## src/design/boot_keyboard_report_to_key_events_defines.svh

```systemverilog
// Assertion macros for the boot keyboard report decoder.
`ifndef BOOT_KEYBOARD_REPORT_TO_KEY_EVENTS_DEFINES_SVH
`define BOOT_KEYBOARD_REPORT_TO_KEY_EVENTS_DEFINES_SVH

// Same-cycle implication, checked outside reset.
`define BKR_ASSERT_NOW(label, ante, cons, msg) \
  label: assert property (@(posedge clk) disable iff (rst) (ante) |-> (cons)) \
    else $error(msg);

// Next-cycle implication, checked outside reset.
`define BKR_ASSERT_NEXT(label, ante, cons, msg) \
  label: assert property (@(posedge clk) disable iff (rst) (ante) |=> (cons)) \
    else $error(msg);

`endif

```

## src/design/bkr_pkg.sv

```systemverilog
// Package for the boot keyboard report decoder: sizes, item types, key code table.
`timescale 1ns / 1ps

package bkr_pkg;

  localparam int KEY_SLOTS    = 6;
  localparam int INPUT_SLOTS  = 6;
  localparam int SLOTS        = (KEY_SLOTS < INPUT_SLOTS) ? KEY_SLOTS : INPUT_SLOTS;
  localparam int MOD_BASE     = 224;
  localparam int MOD_COUNT    = 8;
  localparam int RESERVED_MAX = 3;
  localparam int EVENTS       = MOD_COUNT + 2 * SLOTS;

  typedef struct packed {
    logic       transfer_ok;
    logic [7:0] modifier_bits;
    logic [7:0] scan_slot0;
    logic [7:0] scan_slot1;
    logic [7:0] scan_slot2;
    logic [7:0] scan_slot3;
    logic [7:0] scan_slot4;
    logic [7:0] scan_slot5;
  } report_t;

  typedef struct packed {
    logic [7:0] key_code;
    logic       pressed;
    logic       last_of_report;
  } key_event_t;

  typedef struct packed {
    logic       rel_valid;
    logic [7:0] rel_code;
    logic       prs_valid;
    logic [7:0] prs_code;
  } lane_res_t;

  localparam logic [7:0] KEYCODE_ROM [256] = '{
    8'd0,   8'd0,   8'd0,   8'd0,   8'd30,  8'd48,  8'd46,  8'd32,
    8'd18,  8'd33,  8'd34,  8'd35,  8'd23,  8'd36,  8'd37,
    8'd38,  8'd50,  8'd49,  8'd24,  8'd25,  8'd16,  8'd19,  8'd31,
    8'd20,  8'd22,  8'd47,  8'd17,  8'd45,  8'd21,  8'd44,
    8'd2,   8'd3,   8'd4,   8'd5,   8'd6,   8'd7,   8'd8,   8'd9,
    8'd10,  8'd11,  8'd28,  8'd1,   8'd14,  8'd15,  8'd57,
    8'd12,  8'd13,  8'd26,  8'd27,  8'd43,  8'd43,  8'd39,  8'd40,
    8'd41,  8'd51,  8'd52,  8'd53,  8'd58,  8'd59,  8'd60,
    8'd61,  8'd62,  8'd63,  8'd64,  8'd65,  8'd66,  8'd67,  8'd68,
    8'd87,  8'd88,  8'd99,  8'd70,  8'd119, 8'd110, 8'd102,
    8'd104, 8'd111, 8'd107, 8'd109, 8'd106, 8'd105, 8'd108, 8'd103,
    8'd69,  8'd98,  8'd55,  8'd74,  8'd78,  8'd96,  8'd79,
    8'd80,  8'd81,  8'd75,  8'd76,  8'd77,  8'd71,  8'd72,  8'd73,
    8'd82,  8'd83,  8'd86,  8'd127, 8'd116, 8'd117, 8'd183,
    8'd184, 8'd185, 8'd186, 8'd187, 8'd188, 8'd189, 8'd190, 8'd191,
    8'd192, 8'd193, 8'd194, 8'd134, 8'd138, 8'd130, 8'd132,
    8'd128, 8'd129, 8'd131, 8'd137, 8'd133, 8'd135, 8'd136, 8'd113,
    8'd115, 8'd114, 8'd0,   8'd0,   8'd0,   8'd121, 8'd0,
    8'd89,  8'd93,  8'd124, 8'd92,  8'd94,  8'd95,  8'd0,   8'd0,
    8'd0,   8'd122, 8'd123, 8'd90,  8'd91,  8'd85,  8'd0,
    8'd0,   8'd0,   8'd0,   8'd0,   8'd0,   8'd0,   8'd0,   8'd0,
    8'd0,   8'd0,   8'd0,   8'd0,   8'd0,   8'd0,   8'd0,
    8'd0,   8'd0,   8'd0,   8'd0,   8'd0,   8'd0,   8'd0,   8'd0,
    8'd0,   8'd0,   8'd0,   8'd0,   8'd0,   8'd0,   8'd0,
    8'd0,   8'd0,   8'd0,   8'd0,   8'd0,   8'd0,   8'd0,   8'd0,
    8'd0,   8'd0,   8'd0,   8'd0,   8'd0,   8'd0,   8'd0,
    8'd0,   8'd0,   8'd0,   8'd0,   8'd0,   8'd0,   8'd0,   8'd0,
    8'd0,   8'd0,   8'd0,   8'd0,   8'd0,   8'd0,   8'd0,
    8'd0,   8'd0,   8'd0,   8'd0,   8'd0,   8'd0,   8'd0,   8'd0,
    8'd0,   8'd0,   8'd0,   8'd0,   8'd0,   8'd0,   8'd29,
    8'd42,  8'd56,  8'd125, 8'd97,  8'd54,  8'd100, 8'd126, 8'd164,
    8'd166, 8'd165, 8'd163, 8'd161, 8'd115, 8'd114, 8'd113,
    8'd150, 8'd158, 8'd159, 8'd128, 8'd136, 8'd177, 8'd178, 8'd176,
    8'd142, 8'd152, 8'd173, 8'd140, 8'd0,   8'd0,   8'd0,
    8'd0
  };

endpackage

```

## src/design/bkr_lane.sv

```systemverilog
// One slot lane: release of the old scancode and press of the new one.
`timescale 1ns / 1ps

module bkr_lane (
  input  logic [7:0]        old_code,
  input  logic [7:0]        fresh_code,
  input  logic [7:0]        old_set   [bkr_pkg::SLOTS],
  input  logic [7:0]        fresh_set [bkr_pkg::SLOTS],
  output bkr_pkg::lane_res_t res
);

  always_comb begin
    logic old_kept;
    logic fresh_known;
    logic [7:0] rel_map;
    logic [7:0] prs_map;
    old_kept    = 1'b0;
    fresh_known = 1'b0;
    for (int i = 0; i < bkr_pkg::SLOTS; i++) begin
      old_kept    = old_kept    | (fresh_set[i] == old_code);
      fresh_known = fresh_known | (old_set[i] == fresh_code);
    end
    rel_map = bkr_pkg::KEYCODE_ROM[old_code];
    prs_map = bkr_pkg::KEYCODE_ROM[fresh_code];
    res.rel_valid = (old_code > 8'(bkr_pkg::RESERVED_MAX)) && !old_kept && (rel_map != 8'd0);
    res.rel_code  = rel_map;
    res.prs_valid = (fresh_code > 8'(bkr_pkg::RESERVED_MAX)) && !fresh_known
                    && (prs_map != 8'd0);
    res.prs_code  = prs_map;
  end

endmodule

```

## src/design/bkr_merge.sv

```systemverilog
// Event buffer and output register: merges modifier and lane events, sends one per cycle when not stalled.
`timescale 1ns / 1ps

module bkr_merge (
  input  logic                  clk,
  input  logic                  rst,
  input  logic                  load,
  input  logic [7:0]            modifier_bits,
  input  bkr_pkg::lane_res_t    lane_res [bkr_pkg::SLOTS],
  output logic                  empty,
  output logic                  key_valid,
  input  logic                  key_ready,
  output bkr_pkg::key_event_t   key_item
);

  localparam int N = bkr_pkg::EVENTS;

  logic [N-1:0] mask;
  logic [N-1:0] mask_next;
  logic [7:0]   code    [N];
  logic [N-1:0] pressed;
  logic [7:0]   code_next [N];
  logic [N-1:0] pressed_next;
  logic [N-1:0] lowest;
  logic [N-1:0] remaining;
  logic [7:0]   sel_code;
  logic         sel_pressed;
  logic         pop;

  always_comb begin
    for (int k = 0; k < bkr_pkg::MOD_COUNT; k++) begin
      code_next[k]    = bkr_pkg::KEYCODE_ROM[bkr_pkg::MOD_BASE + k];
      pressed_next[k] = modifier_bits[k];
      mask_next[k]    = 1'b1;
    end
    for (int s = 0; s < bkr_pkg::SLOTS; s++) begin
      code_next[bkr_pkg::MOD_COUNT + 2*s]        = lane_res[s].rel_code;
      pressed_next[bkr_pkg::MOD_COUNT + 2*s]     = 1'b0;
      mask_next[bkr_pkg::MOD_COUNT + 2*s]        = lane_res[s].rel_valid;
      code_next[bkr_pkg::MOD_COUNT + 2*s + 1]    = lane_res[s].prs_code;
      pressed_next[bkr_pkg::MOD_COUNT + 2*s + 1] = 1'b1;
      mask_next[bkr_pkg::MOD_COUNT + 2*s + 1]    = lane_res[s].prs_valid;
    end
  end

  assign lowest    = mask & (~mask + {{(N-1){1'b0}}, 1'b1});
  assign remaining = mask & ~lowest;
  assign empty     = (mask == '0);
  assign pop       = !empty && (!key_valid || key_ready);

  always_comb begin
    sel_code    = 8'd0;
    sel_pressed = 1'b0;
    for (int k = 0; k < N; k++) begin
      sel_code    = sel_code    | ({8{lowest[k]}} & code[k]);
      sel_pressed = sel_pressed | (lowest[k] & pressed[k]);
    end
  end

  always_ff @(posedge clk) begin
    if (rst) begin
      mask      <= '0;
      key_valid <= 1'b0;
    end else begin
      if (load) begin
        mask <= mask_next;
      end else if (pop) begin
        mask <= remaining;
      end
      if (pop) begin
        key_valid <= 1'b1;
      end else if (key_ready) begin
        key_valid <= 1'b0;
      end
    end
  end

  always_ff @(posedge clk) begin
    if (load) begin
      code    <= code_next;
      pressed <= pressed_next;
    end
    if (pop) begin
      key_item.key_code       <= sel_code;
      key_item.pressed        <= sel_pressed;
      key_item.last_of_report <= (remaining == '0);
    end
  end

endmodule

```

## src/design/boot_keyboard_report_to_key_events.sv

```systemverilog
// Top level of the boot keyboard report decoder: slot lanes, scancode store, event merge.
//
//  channel | signals                               | item
//  --------+---------------------------------------+---------------------------
//  report  | report_valid report_ready report_item | modifier byte, six slots
//  key     | key_valid key_ready key_item          | key code, pressed, last
//
// A good report yields 8 to 20 key items, one per cycle from the event buffer
// while key is not stalled; the buffer is loaded first, then hands out the items.
// A failed report is taken without loading the buffer.
// The next report is taken once the buffer has handed its last item to the
// output register. Reset clears the old scancodes, the buffer and key_valid.
// A stall on key holds the output register and the buffer behind it.
`timescale 1ns / 1ps
`include "boot_keyboard_report_to_key_events_defines.svh"

module boot_keyboard_report_to_key_events (
  input  logic                clk,
  input  logic                rst,
  input  logic                report_valid,
  output logic                report_ready,
  input  bkr_pkg::report_t    report_item,
  output logic                key_valid,
  input  logic                key_ready,
  output bkr_pkg::key_event_t key_item
);

  logic [7:0]         scans_all [bkr_pkg::INPUT_SLOTS];
  logic [7:0]         fresh     [bkr_pkg::SLOTS];
  logic [7:0]         previous_scans [bkr_pkg::SLOTS];
  bkr_pkg::lane_res_t lane_res  [bkr_pkg::SLOTS];
  logic               take;
  logic               load;
  logic               empty;

  assign scans_all[0] = report_item.scan_slot0;
  assign scans_all[1] = report_item.scan_slot1;
  assign scans_all[2] = report_item.scan_slot2;
  assign scans_all[3] = report_item.scan_slot3;
  assign scans_all[4] = report_item.scan_slot4;
  assign scans_all[5] = report_item.scan_slot5;

  assign report_ready = empty;
  assign take         = report_valid && report_ready;
  assign load         = take && report_item.transfer_ok;

  for (genvar s = 0; s < bkr_pkg::SLOTS; s++) begin : g_lane
    assign fresh[s] = scans_all[s];

    bkr_lane u_lane (
      .old_code   (previous_scans[s]),
      .fresh_code (fresh[s]),
      .old_set    (previous_scans),
      .fresh_set  (fresh),
      .res        (lane_res[s])
    );

    always_ff @(posedge clk) begin
      if (rst) begin
        previous_scans[s] <= 8'd0;
      end else if (load) begin
        previous_scans[s] <= fresh[s];
      end
    end
  end

  bkr_merge u_merge (
    .clk           (clk),
    .rst           (rst),
    .load          (load),
    .modifier_bits (report_item.modifier_bits),
    .lane_res      (lane_res),
    .empty         (empty),
    .key_valid     (key_valid),
    .key_ready     (key_ready),
    .key_item      (key_item)
  );

  `BKR_ASSERT_NEXT(a_load_fills, load, !report_ready, "good report left buffer empty")
  `BKR_ASSERT_NOW(a_hold_until_last, key_valid && !key_item.last_of_report, !report_ready,
                  "report taken before last item")
  `BKR_ASSERT_NEXT(a_no_gap, key_valid && key_ready && !key_item.last_of_report, key_valid,
                   "gap inside a report")

endmodule
```

## config.mk

```make
export PLATFORM = sky130hd
export DESIGN_NAME = boot_keyboard_report_to_key_events
export DESIGN_NICKNAME = d
export VERILOG_FILES = /design/src/design/bkr_pkg.sv /design/src/design/bkr_lane.sv /design/src/design/bkr_merge.sv /design/src/design/boot_keyboard_report_to_key_events.sv
export VERILOG_INCLUDE_DIRS = /design/src /design/src/design
export SDC_FILE = /design/constraint.sdc
export NUM_CORES = 2
export LEC_CHECK = 0
export BUFFER_PORTS_ARGS = -buffer_cell sky130_fd_sc_hd__buf_2
export CAP_MARGIN = 20
export CORE_MARGIN = 1
export CORE_UTILIZATION = 55
export CTS_CLUSTER_DIAMETER = 80
export CTS_CLUSTER_SIZE = 10
export DETAILED_ROUTE_END_ITERATION = 10
export PLACE_DENSITY_LB_ADDON = 0.2
export SETUP_SLACK_MARGIN = 0.5
export SYNTH_ARGS = -nofsm -noshare
export SYNTH_HDL_FRONTEND = slang
export SYNTH_SLANG_ARGS = --single-unit
```

## constraint.sdc

```tcl
create_clock -name clk -period 10.4 [get_ports clk]
set_input_delay 1.04 -clock clk [delete_from_list [all_inputs] [get_ports clk]]
set_output_delay 1.04 -clock clk [all_outputs]
set_load 0.01 [all_outputs]
```

# Word-level counts from Yosys, hierarchy flattened
# Memory sizes are Yosys's and may differ from the RTL's.
# Index checks and enable logic that the tools add are counted.
[classes]
n_addsub = 1
mul = 0
div = 0
order_cmp = 24
eq_ne = 72
shift = 0
muxes = 28
bitwise = 128
reduce_logical = 58
[op_table]
columns = ["operator", "count"]
rows = [
  ["equality test 8 bit", 72],
  ["two-way mux 8 bit", 24],
  [">= comparator 9 bit, second input constant", 12],
  ["inverter 8 -> 9 bit", 12],
  ["AND 8 bit", 12],
  ["greater-than comparator 8 x 2 -> 1 bit, second input constant", 12],
  ["OR 8 bit", 12],
  ["nonzero test 8 bit", 12],
  ["OR 1 bit", 73],
  ["AND 20 bit", 2],
  ["logical NOT 20 bit", 2],
  ["two-way mux 20 bit", 2],
  ["inverter 20 bit", 2],
  ["OR 8 x 7 -> 8 bit", 4],
  ["logical AND 1 bit", 27],
  ["adder 20 x 1 -> 20 bit, second input constant", 1],
  ["OR 8 x 6 -> 8 bit", 2],
  ["logical NOT 1 bit", 14],
  ["AND 1 bit", 8],
  ["OR 5 x 6 -> 6 bit", 1],
  ["nonzero test 2 bit", 2],
  ["two-way mux 1 bit", 2],
  ["logical OR 1 bit", 1],
]
[word_totals]
regBits = 183
latch_bits = 0
ramBits = 0
mem_bits_ro = 24576
inputBits = 61
elab_cells = 347
mem_count = 12
[memory_table]
columns = ["name", "depth", "word_bits", "read_ports", "rd_ports_with_merged_regs", "wr", "line", "rtl"]
rows = [
  ["(name not given)", 256, 8, 1, 0, 0, "bkr_lane.sv:23", "rel_map = bkr_pkg::KEYCODE_ROM[old_code];"],
  ["(name not given)", 256, 8, 1, 0, 0, "bkr_lane.sv:24", "prs_map = bkr_pkg::KEYCODE_ROM[fresh_code];"],
  ["(name not given)", 256, 8, 1, 0, 0, "bkr_lane.sv:23", ""],
  ["(name not given)", 256, 8, 1, 0, 0, "bkr_lane.sv:24", ""],
  ["(name not given)", 256, 8, 1, 0, 0, "bkr_lane.sv:23", ""],
  ["(name not given)", 256, 8, 1, 0, 0, "bkr_lane.sv:24", ""],
  ["+6 memories", "-", "-", "-", "-", "-", "-", ""],
]

# Logic depth before layout (Yosys ltp)
[logic_depth]
ltp_word = 22
mapped_depth = 15

# Hierarchy
# Synthesis repeated with hierarchy kept, for this count alone.
[unflattened]
hier_cells = 5151
area_unflattened_um2 = 37870.1
[modules_own_cells]
columns = ["mod", "n_inst", "cells_per_inst", "area_each_um2", "seq_area_each_um2"]
rows = [
  ["bkr_lane (g_lane[4].u_lane ...)", 2, 766, 5101.1, 0.0],
  ["bkr_lane (g_lane[2].u_lane ...)", 2, 749, 4991.0, 0.0],
  ["bkr_merge", 1, 423, 5660.4, 3843.7],
  ["bkr_lane (g_lane[1].u_lane)", 1, 764, 5001.0, 0.0],
  ["bkr_lane (g_lane[0].u_lane)", 1, 725, 4894.7, 0.0],
  ["boot_keyboard_report_to_key_events", 1, 209, 2129.5, 960.9],
]

# Worst setup path before layout
# No wires, ideal clock.
[synth_timing]
path_kind = "flip-flop to flip-flop"
from = "register u_merge.mask[2]"
to = "register u_merge.code[0] (netlist name) (enable)"
t_arrival_ps = 4755
required_time_ps = 9891
path_slack_ps = 5136
path_stages_with_launch = 9
path_buffers = 4
synth_period_minus_slack_ps = 5264
cell_sequence = "dfxtp_1 > buf_6 > or4_4 > buf_6 > nor3_4 > nand4_1 > inv_1 > buf_2 > buf_1"
[synth_via]
elab_chain_cells = 3
[synth_rtl]
columns = ["element", "line", "rtl"]
rows = [
  ["start: declaration", "bkr_merge.sv:18", "logic [N-1:0] mask;"],
  ["start signal: assignment", "bkr_merge.sv:66", "mask <= mask_next;"],
  ["start signal: assignment", "bkr_merge.sv:68", "mask <= remaining;"],
  ["logical NOT 20 bit", "bkr_merge.sv:48", "assign empty = (mask == '0);"],
  ["logical AND 1 bit", "boot_keyboard_report_to_key_events.sv:44", "assign take = report_valid && report_ready;"],
  ["logical AND 1 bit", "boot_keyboard_report_to_key_events.sv:45", "assign load = take && report_item.transfer_ok;"],
  ["named net load", "boot_keyboard_report_to_key_events.sv:33", "logic load;"],
  ["end signal: assignment", "bkr_merge.sv:80", "code <= code_next;"],
  ["end: declaration", "bkr_merge.sv:20", "logic [7:0] code [N];"],
]
# The timed path passes the listed nets, and every way through them passes these cells.
# A chain may end at the register's enable or synchronous reset.

# Final worst setup path
[layout_timing]
from = "register u_merge.mask[2]"
to = "register u_merge.mask[13]"
[layout_via]
elab_chain_cells = 7
word_cells_on_any_way = 13
classes_between = "1 x add/sub; 2 x mux; 4 x bitwise; 6 x reduce/logical"
[layout_rtl]
columns = ["element", "line", "rtl"]
rows = [
  ["inverter 20 bit", "bkr_merge.sv:46", "assign lowest = mask & (~mask + {{(N-1){1'b0}}, 1'b1});"],
  ["adder 20 x 1 -> 20 bit", "bkr_merge.sv:46", ""],
  ["AND 20 bit", "bkr_merge.sv:46", ""],
  ["inverter 20 bit", "bkr_merge.sv:47", "assign remaining = mask & ~lowest;"],
  ["AND 20 bit", "bkr_merge.sv:47", ""],
  ["two-way mux 20 bit", "bkr_merge.sv:67", "end else if (pop) begin"],
  ["two-way mux 20 bit", "bkr_merge.sv:65", "if (load) begin"],
]
# Several ways; a longest one is shown, not always the timed one. The select of a mux whose other input is x is not followed.

==> flow_summary.ini <==
[floorplanning]
rows = 90
io_pins = 73
core-area_sq_um = 60600
die_h_microns = 250
initial_core_util_pct = 56.0
die_width_microns = 250
dieArea_sq_um = 62600

[final_layout]
n_antenna_cell = 0
fill_cells = 5783
final_nets = 4649
finalInstanceArea_sq_um = 34400
layout-drive-gt1-share_pct = 7.40
final_util_pct = 56.7
register_area_sq_um = 4830
final_common_cell = nand2_1
layout_common_cells = 432 x nand2_1, 360 x a21oi_1, 283 x nor2_1
area_growth_pct = 1.36
multiInputGateArea_sq_um = 26500

[route]
vias_per_cell = 7.32
firstDrtPassIters = 7
drt_first_iter_violations = 6749
drc = 0
route.detailed.wl_per_inst_microns = 25.0
routed_wl_mm = 128
drtAntennaViolNets = 0
vias = 37500

[sta]
slew_headroom_pct = 31.4
slew_viol_final = 0
fin_crit_ps = 4710
fin_setup_tns_ps = 0
max_freq_ghz = 0.212
setup_viol_count_final = 0
holdWs_ps = 547
rsz0062_at_grt = no
min_period_over_period_pct = 45.3
finalClockSkew_ps = 18.7
tightest_slew_ps = 1020
finalHoldViolCount = 0

[global_route]
grt_use_total_pct = 38.9
grt_max_degree = 87
antenna_found_initial = 1
grt_pass1_wl_mm = 197
grt_pass1_vias = 32800
grt_overflow_total = 0

[synth]
yosys.area.top_type = edfxtp_1
seq_area_frac_synth_pct = 14.2
synth_nets = 5010
yosysWarnings = 0
syn_inst = 4685
netlist.area_leader.share_pct = 10.1
synth_cell_type_count = 95
ys_async_sr_fraction_pct = 0
synth_edf_count = 114
syn_area_sq_um = 33900
avgSynthCellArea_sq_um = 7.24
synthFlopType = edfxtp_1
synth_seq_cells = 183
ys_top_cells_by_area = edfxtp_1 10%, ha_1 9.7%, a21oi_1 5.3%

[flow_run]
maxCapViolCount = 0

[critical_path]
start_kind = register
arrival_ps = 5100
critPathRequiredTime_ps = 10790
worst-r2r-cell-count = 9
crit_type = reg -> reg
cp-end-kind = register
cp_max_fo = 85

[power_and_ir_drop]
p_leak_nw = 12.6
vdd_drop_max_v = 0.000164
totalPowerFinal_mw = 7.77
power_density_nw_per_um2 = 226

[clock_tree]
htreeDepth = 4
cts_buffer_depth = 2
numClockSinks = 183
cts_resized = 0
post_cts_buffers = 0
path_clk_slew_ps = 70
cts-root-buf = clkbuf_16
hold_buffers = 0
cts-buffers-inserted = 17
cts_tree = built
clk_latency_ps = 460

[place]
gp_congestion = 1.02
hpwl_mm = 84.4
io_buffer_count = 72
dpl_cell_area_sq_um = 33800

[hold_path]
hold_path_class = reg -> reg
holdPathStages = 2

[run_status]
status = finished, final reports clean
[Yosys cell counts, types with 26 or more instances]
cell,number
o311ai_0,42
a2111oi_0,27
xnor2_1,107
dfxtp_1,69
edfxtp_1,114
nor4_1,87
a221oi_1,60
buf_2,26
inv_1,140
nor3b_1,27
nor2b_1,135
mux4_2,33
nand2b_1,147
and3_1,27
xor2_1,186
o22ai_1,34
a211oi_1,94
mux2_2,26
nand2_1,432
a211o_1,31
a21oi_1,360
o31ai_1,34
nor3_1,117
mux2i_1,80
a21o_1,26
a22oi_1,42
o21ai_0,273
nand4_1,57
clkbuf_1,381
a31oi_1,89
or2_2,32
ha_1,264
a311oi_1,52
and2_1,37
nand3_1,93
o211ai_1,77
a221o_1,27
nor2_1,283
buf_1,112
[state kept, by name (all words and copies together) (netlist names)]
register,flops
previous_scans,48
u_merge.mask,20
u_merge.code,96
u_merge.key_item,10
u_merge.key_valid,1
u_merge.pressed,8
[layer usage]
layer  global-route usage [%]  wire length, microns
met4                     14.8                  5590
met3                     6.08                 15200
met1                     54.9                 51400
met5                        0                    13
met2                     59.1                 55800
[cell families after synthesis]
kind of cell / share of synthesized area, %
multiplexers: 5.42
AO/OA/AOI/OAI: 32.0
AND/OR/NAND/NOR: 23.3
XOR/XNOR: 7.57
flip-flops: 14.2
buffers and inverters: 7.62
adder cells (fa/ha/maj): 9.92
[through the flow]
step	cells	setup slack [ps]
after floorplan	4685	5140
after global placement	5086	5550
after detailed placement	5086	5480
after CTS	5118	5770
after global routing	5119	5480
final	5119	5690
[final timing paths]
kind	startpoint	to	slack [ps]
max	u_merge.mask[2]	u_merge.mask[13]	5690
min	u_merge.mask[5]	u_merge.mask[5]	550
max reg2reg	u_merge.mask[2]	u_merge.mask[13]	5690
min reg2reg	u_merge.mask[5]	u_merge.mask[5]	550
[power by group]
part | total, mW | switching [mW] | internal (mW)
clock | 0.663 | 0.308 | 0.355
combinational | 5.59 | 3.69 | 1.90
sequential | 1.52 | 0.302 | 1.22
[critical path: stages (launching register included)]
cell and delay [ps]:
dfxtp_1 390, or4_4 630, nor3_4 310, nand4_1 640
buf_4 570, inv_6 610, o211ai_1 400, nor4_1 700
o41a_1 270, a211o_1 100
[layout make-up]
class                           instances  share of cell area, %
Timing Repair Buffer                  144                   2.61
Multi-Input combinational cell       3829                   77.2
Clock inverter                         11                  0.317
Sequential cell                       183                   14.0
Inverter                              149                   1.64
Clock buffer                           21                   1.37
Tap cell                              782                   2.85
Note: power is estimated with default switching activity, not from simulation.
